[src/hdl/assert_macros.svh]
// Assertion macros used by the interpolator back end.
// Needs a clock named clk and a synchronous reset named rst in the using module.
`ifndef ASSERT_MACROS_SVH
`define ASSERT_MACROS_SVH

// Check a condition at every clock edge outside reset.
`define QGI_ASSERT_ALWAYS(lbl, cond) \
  lbl: assert property (@(posedge clk) disable iff (rst) (cond)) \
    else $error("assertion failed");

// Check that a condition implies another in the next cycle.
`define QGI_ASSERT_NEXT(lbl, ante, cons) \
  lbl: assert property (@(posedge clk) disable iff (rst) (ante) |=> (cons)) \
    else $error("assertion failed");

`endif

[src/hdl/qgi_pkg.sv]
// Shared types and constants of the quadrilinear grid interpolator.
// No dependencies.
`timescale 1ns / 1ps
`default_nettype none
package qgi_pkg;
  localparam int WORD_W    = 32;
  localparam int ADDR_W    = 16;
  localparam int IDX_W     = 8;   // x and y index, up to 256 points
  localparam int EIDX_W    = 6;   // energy and time index, up to 64 points
  localparam int FRAC_W    = 16;
  localparam int CFG_IDX_W = 3;

  typedef enum logic [CFG_IDX_W-1:0] {
    REG_COORD_MIN, REG_ENERGY_MIN, REG_INV_XY, REG_INV_E,
    REG_INV_T, REG_POINTS_XY, REG_ENERGY_LEVELS, REG_TIME_STEPS
  } cfg_reg_t;

  typedef struct packed {
    logic [WORD_W-1:0] coord_min;
    logic [WORD_W-1:0] energy_min;
    logic [WORD_W-1:0] inv_xy;
    logic [WORD_W-1:0] inv_e;
    logic [WORD_W-1:0] inv_t;
    logic [5:0]        points_xy;
    logic [3:0]        energy_levels;
    logic [3:0]        time_steps;
  } cfg_t;

  typedef struct packed {
    logic              is_query;
    logic [ADDR_W-1:0] waddr;
    logic [WORD_W-1:0] wval;
    logic [IDX_W-1:0]  xl, xh, yl, yh;
    logic [EIDX_W-1:0] el, eh, tl, th;
    logic [FRAC_W-1:0] fx, fy, fe, ft;
    logic              flag;
  } cmd_t;
endpackage
`default_nettype wire

[src/hdl/qgi_queue.sv]
// Two-entry command queue between the front and back ends.
// Depends on qgi_pkg.
`timescale 1ns / 1ps
`default_nettype none
module qgi_queue (
  input  wire logic          clk,
  input  wire logic          rst,
  input  wire logic          push_valid,
  output logic               push_ready,
  input  wire qgi_pkg::cmd_t push_data,
  output logic               pop_valid,
  input  wire logic          pop_ready,
  output qgi_pkg::cmd_t      pop_data
);
  import qgi_pkg::*;

  cmd_t       mem [0:1];
  logic       wptr, rptr;
  logic [1:0] count;
  logic       do_push, do_pop;

  assign push_ready = (count != 2'd2);
  assign pop_valid  = (count != 2'd0);
  assign pop_data   = mem[rptr];
  assign do_push    = push_valid && push_ready;
  assign do_pop     = pop_valid && pop_ready;

  always_ff @(posedge clk) begin
    if (do_push) mem[wptr] <= push_data;
    if (rst) begin
      wptr <= 1'b0; rptr <= 1'b0; count <= 2'd0;
    end else begin
      if (do_push) wptr <= ~wptr;
      if (do_pop)  rptr <= ~rptr;
      count <= count + 2'(do_push) - 2'(do_pop);
    end
  end
endmodule
`default_nettype wire

[config.mk]
export PLATFORM = sky130hd
export DESIGN_NAME = qgi_queue
export DESIGN_NICKNAME = d
export VERILOG_FILES = /design/src/hdl/assert_macros.svh /design/src/hdl/qgi_pkg.sv /design/src/hdl/qgi_queue.sv
export SDC_FILE = /design/constraint.sdc
export NUM_CORES = 1
export LEC_CHECK = 0
export BUFFER_PORTS_ARGS = -buffer_cell sky130_fd_sc_hd__buf_2
export CAP_MARGIN = 0
export CORE_ASPECT_RATIO = 2
export CORE_MARGIN = 2
export CORE_UTILIZATION = 45
export DETAILED_ROUTE_END_ITERATION = 8
export GPL_TIMING_DRIVEN = 0
export PLACE_DENSITY = 0.7
export RECOVER_POWER = 100
export SLEW_MARGIN = 15
export SYNTH_ARGS = -nofsm -noshare
export SYNTH_HDL_FRONTEND = slang
export SYNTH_SLANG_ARGS = --single-unit
[constraint.sdc]
create_clock -name clk -period 14.3 [get_ports clk]
set_clock_uncertainty 0.15 [all_clocks]
set_input_delay 2.86 -clock clk [delete_from_list [all_inputs] [get_ports clk]]
set_output_delay 2.86 -clock clk [all_outputs]
set_load 0.005 [all_outputs]
==> run_results.csv <==
group,metric,value,unit
cells_and_area,drive_above_1_share,0.357,
cells_and_area,syn_to_final_growth,19.8,%
logic_synthesis,yosysTopAreaCell,"edfxtp_1",
clock_network,clockBufferDepth,3,
worst_setup_path,worst-path-buf-inv,3,
global_route,grt_antenna_before_repair,11,
pwr,p_seq_frac,0.500,
logic_synthesis,synth.most_common_cell,"edfxtp_1",
worst_setup_path,cp_slowest_cell,"clkbuf_1",
logic_synthesis,synth_area,0.0129,mm2
clock_network,htree_levels,1,
clock_network,post_cts_buffers,0,
worst_setup_path,startpoint_type,"input port",
logic_synthesis,synth_warnings,0,
global_route,gr-total-overflow,0,
pwr,leakage,5.47,nW
logic_synthesis,async_flop_share,0,
worst_setup_path,crit_fanout,51,
clock_network,cts_hold_buf,0,
sta,hold_viol,0,
worst_setup_path,path_delay_family,"buffers and inverters",
cells_and_area,final_util,0.548,
sta,tightest_slew,3.00,ns
die,rows,87,
sta,period_share,0.561,
hold_path,min_path_type,"reg2reg",
pwr,clkPwrFrac,0.289,
logic_synthesis,synthTopCellsByCount,"edfxtp_1 (340), mux2_4 (100), mux2_2 (71), buf_6 (12), buf_2 (7)",
sta,fmax,125,MHz
pwr,power_density,169,mW/mm2
route,vias,6471,
die,dieArea,0.0301,mm2
die,die_h,243,um
sta,setup_viol,0,
global_route,first_global_vias,6922,
worst_setup_path,critPathKind,"in2reg",
logic_synthesis,syn_nets,729,
sta,setup_tns,0,ns
placement,hpwlAfterDp,19500,um
die,core,0.0282,mm2
pwr,peakVddDrop,117,uV
worst_setup_path,setup.worst_path.end_class,"register",
route,viasPerCell,4.88,
worst_setup_path,crit_chain,"buf_2, and3_1, clkbuf_1, clkbuf_1",
global_route,grt_max_degree,54,
clock_network,cts_tree,"done",
die,start_util,0.457,
clock_network,clock_latency,0.54,ns
clock_network,cts.sinks,345,
sta,whs,0.394,ns
outcome,status,"complete, but fails checks",
route,drc,0,
sta,finalCriticalPeriod,8.03,ns
pwr,power_switching_share,0.254,
outcome,violations,"capacitance limit, slew limit",
placement,dp_cells,1264,
logic_synthesis,synthCells,553,
sta,slew_headroom,-1.00,
cells_and_area,num-nets-final,1115,
route,first_pass_iters,4,
route,wl_per_cell,20.0,um
logic_synthesis,synth.area.top_cells,"edfxtp_1 (79%), mux2_4 (12%), mux2_2 (6.2%), buf_6 (1.0%), dfxtp_1 (0.78%)",
route,wl,26500,um
clock_network,cts_buffers,29,
logic_synthesis,synthDistinctLibCells,17,
placement,gp_congestion,0.739,
sta,rsz0062_at_grt,"false",
logic_synthesis,avgSynthCellArea,23.3,um2
global_route,grt_pass1_wl,37800,um
worst_setup_path,arrival,8.00,ns
pwr,p_sw,0.661,mW
placement,portBuffers,345,
die,ios,346,
die,fp.dieW,124,um
worst_setup_path,path_common_cell,"clkbuf_1",
global_route,grt_use_total,0.170,
logic_synthesis,yosys.area.top_type_share,0.792,
worst_setup_path,max_stage_delay,2.20,ns
run,cap_violations,6,
logic_synthesis,yosysSeqAreaShare,0.799,
route,drt_iter0_markers,328,
clock_network,clk_root_buffer_cell,"clkbuf_16",
pwr,power_frac_comb,0.212,
cells_and_area,finalNonFillerCells,1325,
sta,drv_slew,225,
clock_network,clk_pin_slew,0.06,ns
logic_synthesis,synth_edf_count,340,
logic_synthesis,ys_seq_elements,345,
pwr,intPower,1.95,mW
logic_synthesis,ys.flop_type,"edfxtp_1",
route,ant_nets,0,
worst_setup_path,crit_required,14.28,ns
clock_network,cts_resized,0,
==> metal layers <==
metal | share of wire | vias up | track usage
met2 | 0.58 | 245 | 0.333
met3 | 0.063 | 73 | 0.0339
li1 | - | 2981 | -
met5 | 0 | - | 0
met1 | 0.31 | 3172 | 0.153
met4 | 0.051 | 0 | 0.0949
==> worst paths after layout <==
kind | startpoint | end | slack, ns | cells after the start
worst min-delay path | rptr | register | 0.39 | 2
worst max-delay path | push_valid | mem[1][104] | 6.27 | 4
worst min register to register | rptr | register | 0.39 | 2
worst max register to register | count[0] | mem[1][104] | 8.11 | 4
==> worst min-delay path, cell delays in order (launching register included) <==
cell     delay (ns)
dfxtp_1        0.34
xnor2_1        0.09
nor2_1         0.08
==> power by group through the flow <==
stage               clock network [mW]  logic, mW  registers (mW)
CTS                              0.775      0.711            1.30
finish                           0.752      0.552            1.30
floorplan                            0      0.409            1.35
global placement                     0      0.667            1.37
detailed placement                   0      0.709            1.32
global route                     0.808      0.606            1.31
==> final cells by class <==
class,count,area [um2]
diodes,11,27.5
plain buffers,19,71.3
clock buffers,37,756
clock inverters,13,134
fillers,2394,12700
inverters,1,3.75
multi-input cells,188,2080
flip-flops and latches,345,10300
well taps,356,445
repair buffers,355,1620
==> sequential cells by signal (all words and copies together), names as in the netlist, named ones only <==
name,count
count,2
wptr,1
mem,340
rptr,1
==> metrics by stage <==
step | setup WS [ns] | total power [mW] | area (um2)
6_report | 6.27 | 2.61 | 15400
5_1_grt | 5.77 | 2.73 | 15400
4_1_cts | 9.33 | 2.79 | 16200
3_5_place_dp | 9.46 | 2.03 | 15300
3_3_place_gp | -0.645 | 2.04 | 15100
2_1_floorplan | 3.45 | 1.76 | 12900
==> placed cells by master (no fill, tap or decap) <==
cell / n
bufinv_16: 3
mux2_4: 11
buf_2: 228
clkbuf_16: 29
nor2_1: 5
mux2_1: 92
diode_2: 11
xnor2_1: 2
edfxtp_1: 340
clkinv_2: 1
clkbuf_1: 152
inv_1: 1
or2_2: 1
nand2_1: 1
dfxtp_1: 5
nor2b_1: 2
and3_1: 1
nand2b_1: 1
clkinv_1: 8
xor2_1: 1
buf_1: 2
clkinv_4: 1
ha_1: 2
mux2_2: 68
o21a_1: 1
==> logic make-up (layout without fill, tap and decap cells) <==
family,count (synthesis),after routing,share of synthesized area
multiplexers,171,171,0.178
buffers and inverters,20,425,0.0135
adder cells (fa/ha/maj),2,2,0.00194
AND/OR/NAND/NOR,11,11,0.00417
AO/OA/AOI/OAI,1,1,0.000582
other,0,11,0
flip-flops,345,345,0.799
XOR/XNOR,3,3,0.00204
(Power assumes the default switching activity.)
