$ cat config.mk
export PLATFORM = sky130hd
export DESIGN_NAME = qgi_front
export DESIGN_NICKNAME = d
export VERILOG_FILES = /design/src/hdl/assert_macros.svh /design/src/hdl/qgi_pkg.sv /design/src/hdl/qgi_front.sv
export SDC_FILE = /design/constraint.sdc
export NUM_CORES = 2
export LEC_CHECK = 0
export BUFFER_PORTS_ARGS = -buffer_cell sky130_fd_sc_hd__buf_4
export CORE_MARGIN = 2
export CORE_UTILIZATION = 50
export CTS_CLUSTER_DIAMETER = 150
export CTS_CLUSTER_SIZE = 28
export DETAILED_ROUTE_END_ITERATION = 8
export GPL_ROUTABILITY_DRIVEN = 0
export GPL_TIMING_DRIVEN = 0
export PLACE_DENSITY_LB_ADDON = 0.05
export SYNTH_ARGS = -nofsm -noshare
export SYNTH_HDL_FRONTEND = slang
export SYNTH_SLANG_ARGS = --single-unit
$ cat constraint.sdc
create_clock -name clk -period 14.2 [get_ports clk]
set_clock_uncertainty 0.15 [all_clocks]
set_input_delay 2.84 -clock clk [delete_from_list [all_inputs] [get_ports clk]]
set_output_delay 2.84 -clock clk [all_outputs]
set_load 0.05 [all_outputs]
$ cat src/hdl/assert_macros.svh
// Assertion macros used by the interpolator back end.
// Needs a clock named clk and a synchronous reset named rst in the using module.
`ifndef ASSERT_MACROS_SVH
`define ASSERT_MACROS_SVH

// Check a condition at every clock edge outside reset.
`define QGI_ASSERT_ALWAYS(lbl, cond) \
  lbl: assert property (@(posedge clk) disable iff (rst) (cond)) \
    else $error("assertion failed");

// Check that a condition implies another in the next cycle.
`define QGI_ASSERT_NEXT(lbl, ante, cons) \
  lbl: assert property (@(posedge clk) disable iff (rst) (ante) |=> (cons)) \
    else $error("assertion failed");

`endif

$ cat src/hdl/qgi_pkg.sv
// Shared types and constants of the quadrilinear grid interpolator.
// No dependencies.
`timescale 1ns / 1ps
`default_nettype none
package qgi_pkg;
  localparam int WORD_W    = 32;
  localparam int ADDR_W    = 16;
  localparam int IDX_W     = 8;   // x and y index, up to 256 points
  localparam int EIDX_W    = 6;   // energy and time index, up to 64 points
  localparam int FRAC_W    = 16;
  localparam int CFG_IDX_W = 3;

  typedef enum logic [CFG_IDX_W-1:0] {
    REG_COORD_MIN, REG_ENERGY_MIN, REG_INV_XY, REG_INV_E,
    REG_INV_T, REG_POINTS_XY, REG_ENERGY_LEVELS, REG_TIME_STEPS
  } cfg_reg_t;

  typedef struct packed {
    logic [WORD_W-1:0] coord_min;
    logic [WORD_W-1:0] energy_min;
    logic [WORD_W-1:0] inv_xy;
    logic [WORD_W-1:0] inv_e;
    logic [WORD_W-1:0] inv_t;
    logic [5:0]        points_xy;
    logic [3:0]        energy_levels;
    logic [3:0]        time_steps;
  } cfg_t;

  typedef struct packed {
    logic              is_query;
    logic [ADDR_W-1:0] waddr;
    logic [WORD_W-1:0] wval;
    logic [IDX_W-1:0]  xl, xh, yl, yh;
    logic [EIDX_W-1:0] el, eh, tl, th;
    logic [FRAC_W-1:0] fx, fy, fe, ft;
    logic              flag;
  } cmd_t;
endpackage
`default_nettype wire

$ cat src/hdl/qgi_front.sv
// Front end: accepts items, maps query coordinates onto grid indices and fractions.
// Depends on qgi_pkg.
`timescale 1ns / 1ps
`default_nettype none
module qgi_front #(
  parameter int MAX_XY_POINTS     = 32,
  parameter int MAX_ENERGY_LEVELS = 8,
  parameter int MAX_TIME_STEPS    = 8
) (
  input  wire logic                      clk,
  input  wire logic                      rst,
  input  wire logic                      in_valid,
  output logic                           in_ready,
  input  wire logic                      kind,
  input  wire logic [31:0]               coord_x,
  input  wire logic [31:0]               coord_y,
  input  wire logic [31:0]               energy,
  input  wire logic [31:0]               query_time,
  input  wire logic [15:0]               write_addr,
  input  wire logic [31:0]               write_value,
  input  wire qgi_pkg::cfg_t             cfg,
  output logic                           push_valid,
  input  wire logic                      push_ready,
  output qgi_pkg::cmd_t                  push_data
);
  import qgi_pkg::*;

  typedef enum logic [3:0] {
    F_IDLE = 4'b0001, F_MUL = 4'b0010, F_CLS = 4'b0100, F_PUSH = 4'b1000
  } fstate_t;

  fstate_t state;
  logic [1:0]  ax;
  logic [31:0] cx, cy, ce, ct;
  logic        neg;
  logic [63:0] prod;
  cmd_t        cmd;

  logic [8:0]  nxy, ne, nt, nsel;
  logic [32:0] diff;
  logic [31:0] inv;
  logic [31:0] idx, nm1;
  logic [15:0] frac;
  logic [7:0]  lo, hi;
  logic        clamp;

  // Saturate the point counts to 2..MAX.
  always_comb begin
    nxy = (cfg.points_xy < 6'd2) ? 9'd2 :
          ((9'(cfg.points_xy) > 9'(MAX_XY_POINTS)) ? 9'(MAX_XY_POINTS) : 9'(cfg.points_xy));
    ne  = (cfg.energy_levels < 4'd2) ? 9'd2 :
          ((9'(cfg.energy_levels) > 9'(MAX_ENERGY_LEVELS)) ?
           9'(MAX_ENERGY_LEVELS) : 9'(cfg.energy_levels));
    nt  = (cfg.time_steps < 4'd2) ? 9'd2 :
          ((9'(cfg.time_steps) > 9'(MAX_TIME_STEPS)) ?
           9'(MAX_TIME_STEPS) : 9'(cfg.time_steps));
  end

  always_comb begin
    case (ax)
      2'd0: begin
        diff = {cx[31], cx} - {cfg.coord_min[31], cfg.coord_min};
        inv = cfg.inv_xy; nsel = nxy;
      end
      2'd1: begin
        diff = {cy[31], cy} - {cfg.coord_min[31], cfg.coord_min};
        inv = cfg.inv_xy; nsel = nxy;
      end
      2'd2: begin
        diff = {ce[31], ce} - {cfg.energy_min[31], cfg.energy_min};
        inv = cfg.inv_e; nsel = ne;
      end
      default: begin
        diff = {ct[31], ct};
        inv = cfg.inv_t; nsel = nt;
      end
    endcase
  end

  // Classify the registered product: clamp below and above the grid.
  always_comb begin
    nm1   = 32'(nsel) - 32'd1;
    idx   = prod[63:32];
    frac  = prod[31:16];
    clamp = 1'b0;
    if (neg) begin
      idx = 32'd0; frac = 16'd0; clamp = 1'b1;
    end else if (idx > nm1 || (idx == nm1 && frac != 16'd0)) begin
      idx = nm1; frac = 16'd0; clamp = 1'b1;
    end
    lo = idx[7:0];
    hi = (idx == nm1) ? lo : lo + 8'd1;
  end

  assign in_ready   = (state == F_IDLE);
  assign push_valid = (state == F_PUSH);
  assign push_data  = cmd;

  always_ff @(posedge clk) begin
    if (rst) begin
      state <= F_IDLE;
      ax    <= 2'd0;
    end else begin
      case (state)
        F_IDLE: begin
          if (in_valid) begin
            cx <= coord_x; cy <= coord_y; ce <= energy; ct <= query_time;
            cmd.is_query <= kind;
            cmd.waddr    <= write_addr;
            cmd.wval     <= write_value;
            cmd.flag     <= 1'b0;
            ax           <= 2'd0;
            state        <= kind ? F_MUL : F_PUSH;
          end
        end
        F_MUL: begin
          neg   <= diff[32];
          prod  <= 64'(diff[31:0]) * 64'(inv);
          state <= F_CLS;
        end
        F_CLS: begin
          if (clamp) cmd.flag <= 1'b1;
          case (ax)
            2'd0: begin cmd.xl <= lo; cmd.xh <= hi; cmd.fx <= frac; end
            2'd1: begin cmd.yl <= lo; cmd.yh <= hi; cmd.fy <= frac; end
            2'd2: begin
              cmd.el <= lo[EIDX_W-1:0]; cmd.eh <= hi[EIDX_W-1:0]; cmd.fe <= frac;
            end
            default: begin
              cmd.tl <= lo[EIDX_W-1:0]; cmd.th <= hi[EIDX_W-1:0]; cmd.ft <= frac;
            end
          endcase
          ax    <= ax + 2'd1;
          state <= (ax == 2'd3) ? F_PUSH : F_MUL;
        end
        F_PUSH: begin
          if (push_ready) state <= F_IDLE;
        end
        default: state <= F_IDLE;
      endcase
    end
  end
endmodule
`default_nettype wire

==> impl_results.md <==
* Failing checks: capacitance limit, slew limit
* Worst R2R End: prod[63]$_DFFE_PP_
* Initial antenna violation count at 15
* CP max stage cell: a21oi_2
* Worst Setup Path Type: in2reg
* Worst slew pin tran at 1500 ps
* Clk slew on worst S/H paths at 130 ps
* Core Box Area at 0.0984 mm2
* Max Freq at 0.0718 GHz
* CP Data Arrival Time at 14120 ps
* Mapped Nets at 6725
* ANT nets after route at 0
* 1st-iter DRT viols at 4007
* Num CTS Buffers at 16
* Synthesized area at 0.0497 mm2
* Filler cells at 9061
* R2R depth at 41
* Yosys top cell by area: fa_1
* Wire per inst at 26.3 um
* Fin. Hold Viols at 0
* Top cells by area, synth: fa_1 (36%), edfxtp_1 (21%), ha_1 (9.1%)
* GRT overflow at 0
* Worst hold path endpoint: ax[0]$_SDFFE_PP0P_
* Initial Util at 0.505
* Htree depth at 1
* Top post-synthesis cells by count: inv_1 (1006), fa_1 (897), nand2_1 (617)
* First-pass GRT wire length at 266000 um
* Maxcap violations at 2
* Router iterations before antenna repair at 8
* DR vias/cell at 5.77
* Post-synthesis register bit count at 353
* Final WL at 184000 um
* Count leader, synth: inv_1
* Hold Crit Class: reg2reg
* Die area at 0.102 mm2
* Worst endpoint required time at 14400 ps
* Die H at 319 um
* Final slew viol count at 10
* Worst Hold Depth at 2
* Sum Neg Setup Slack at 0 ps
* CP max FO at 10
* HPWL Detailed at 156000 um
* Worst Setup Start Kind: input port
* Bufs on Longest Clock Path at 3
* Hold path start: ax[0]$_SDFFE_PP0P_
* Routed vias at 40264
* Post-synth EDFFs at 347
* CTS tree: done
* Clock latency on the worst-skew pair at 580 ps
* Cells after Synth at 5111
* Synth async-reset ratio at 0
* Pin count of the biggest net entering global routing at 37
* # rows at 115
* # clock sinks at 353
* Synth warnings at 0
* Register area share after synthesis at 0.212
* R2r setup slk at 730 ps
* GRT Total Usage at 0.361
* Slew HR at -0.000901
* Die Wd at 319 um
* IO Port Bufs at 526
* Crit-path max cell delay at 740 ps
* Synth unique cells at 87
* Final Setup Violations at 0
* Fin crit period at 13920 ps
* Drc violations at 0
* Top cell type's share of synthesized area at 0.361
* Share of layout cells above drive strength 1 at 0.126
* Vias in the first global route at 40486
* Post-synth top flop: edfxtp_1
* Worst reg2reg startpoint: ax[1]$_SDFFE_PP0P_
* IO Pins at 527
* Syn avg cell area at 9.72 um2
* CP endpoint kind: flip-flop
* Status: finished, violations left
* Most frequent CP cell: fa_1
* Area Overhead vs Synth at 13.1%
* Unrepaired setup endpoints after global routing: false
* Clk Tree Root Cell: clkbuf_16
* Fin crit share at 0.981
* Layout net count at 7286
==> state kept, by name, summed over array words and instances, names as in the netlist <==
signal / cells
cy: 32
push_data: 170
ce: 32
cx: 32
ct: 32
prod: 48
state: 4
ax: 2
neg: 1
==> layer usage <==
layer | vias up | GRT usage | wire, um | share of wire
li1 | 17118 | - | - | -
met1 | 20506 | 0.472 | 70200 | 0.38
met2 | 2191 | 0.571 | 83400 | 0.45
met3 | 445 | 0.0949 | 20400 | 0.11
met4 | 4 | 0.151 | 9630 | 0.052
met5 | - | 0 | 32 | 0.00017
==> cells in the final DEF (no fill, tap or decap), types with 20 or more instances in the layout <==
master	Yosys	routed
nor2_1	600	597
and3_1	32	32
nand2b_1	26	26
nand3_1	37	37
o21bai_1	20	20
nand4_1	36	36
buf_1	25	24
o21ai_0	70	68
nor3_1	29	28
clkbuf_1	184	174
inv_1	1006	1006
o21a_1	30	30
fa_1	897	897
edfxtp_1	347	347
buf_2	21	20
a21o_1	126	126
a21oi_1	137	130
nand2_1	617	616
a22oi_1	39	39
ha_1	362	362
xnor2_1	63	63
and2_1	67	61
mux2_2	39	39
buf_4	4	536
xor2_1	37	37
==> cell type report <==
cell class | instances | area [um2] | share of cell area
inverters | 1008 | 3780 | 0.0673
repair buffers | 549 | 4250 | 0.0756
clock inverters | 1 | 16.3 | 0.000289
clock buffers | 27 | 463 | 0.00823
well taps | 1287 | 1610 | 0.0286
diodes | 10 | 25.0 | 0.000445
multi-input cells | 3514 | 34600 | 0.615
flip-flops and latches | 353 | 10500 | 0.187
plain buffers | 230 | 947 | 0.0168
==> repair_timing <==
action                                  in CTS  in global routing
buffers inserted                             0                  1
endpoints found under the setup margin      32                 18
hold endpoints to repair                     0                  0
hold buffers                                 0                  0
cloned                                       0                  0
pin swaps                                    0                  2
resized for setup                            8                 45
==> worst max-delay path: cells and delay by family <==
| kind | cells | cell delay [ps] |
|---|---|---|
| xor gates and xnor gates | 1 | 210 |
| AOI/OAI and AO/OA | 9 | 2890 |
| buffers and inverters | 8 | 1010 |
| adders and majority gates | 11 | 5050 |
| and+or+nand+nor | 8 | 2080 |
==> metrics by stage <==
stage	setup slack (ps)	area [um2]	hold WS, ps	cells	utilization
2_1_floorplan	1470	49700	365	5111	-
3_3_place_gp	-1430	55300	402	6924	0.562
3_5_place_dp	-1530	55600	416	6944	0.565
4_1_cts	17.3	56100	434	6971	0.570
5_1_grt	24.4	56200	489	6975	0.571
6_report	276	56200	437	6979	0.571
==> how the worst max path moves through the flow <==
stage	cells past startpoint	to	slack [ps]	startpoint
after floorplan	38	prod[51]$_DFFE_PP_	1470	cfg[142]
after global placement	38	prod[56]$_DFFE_PP_	-1430	cfg[142]
after detailed placement	36	prod[51]$_DFFE_PP_	-1530	cfg[142]
after CTS	39	prod[63]$_DFFE_PP_	20	cfg[142]
after global routing	40	prod[51]$_DFFE_PP_	20	cfg[142]
final	37	prod[63]$_DFFE_PP_	280	cfg[142]
==> logic make-up after synthesis <==
group	Yosys count	share of synthesized area
AND/OR/NAND/NOR	1525	0.130
adder cells (fa/ha/maj)	1259	0.452
buffers and inverters	1244	0.0951
AO/OA/AOI/OAI	577	0.0806
flip-flops	353	0.212
XOR/XNOR	101	0.0179
multiplexers	52	0.0115
Power is not shown: default switching activity piles up to over one toggle a cycle in this logic, so the estimate is an artifact.
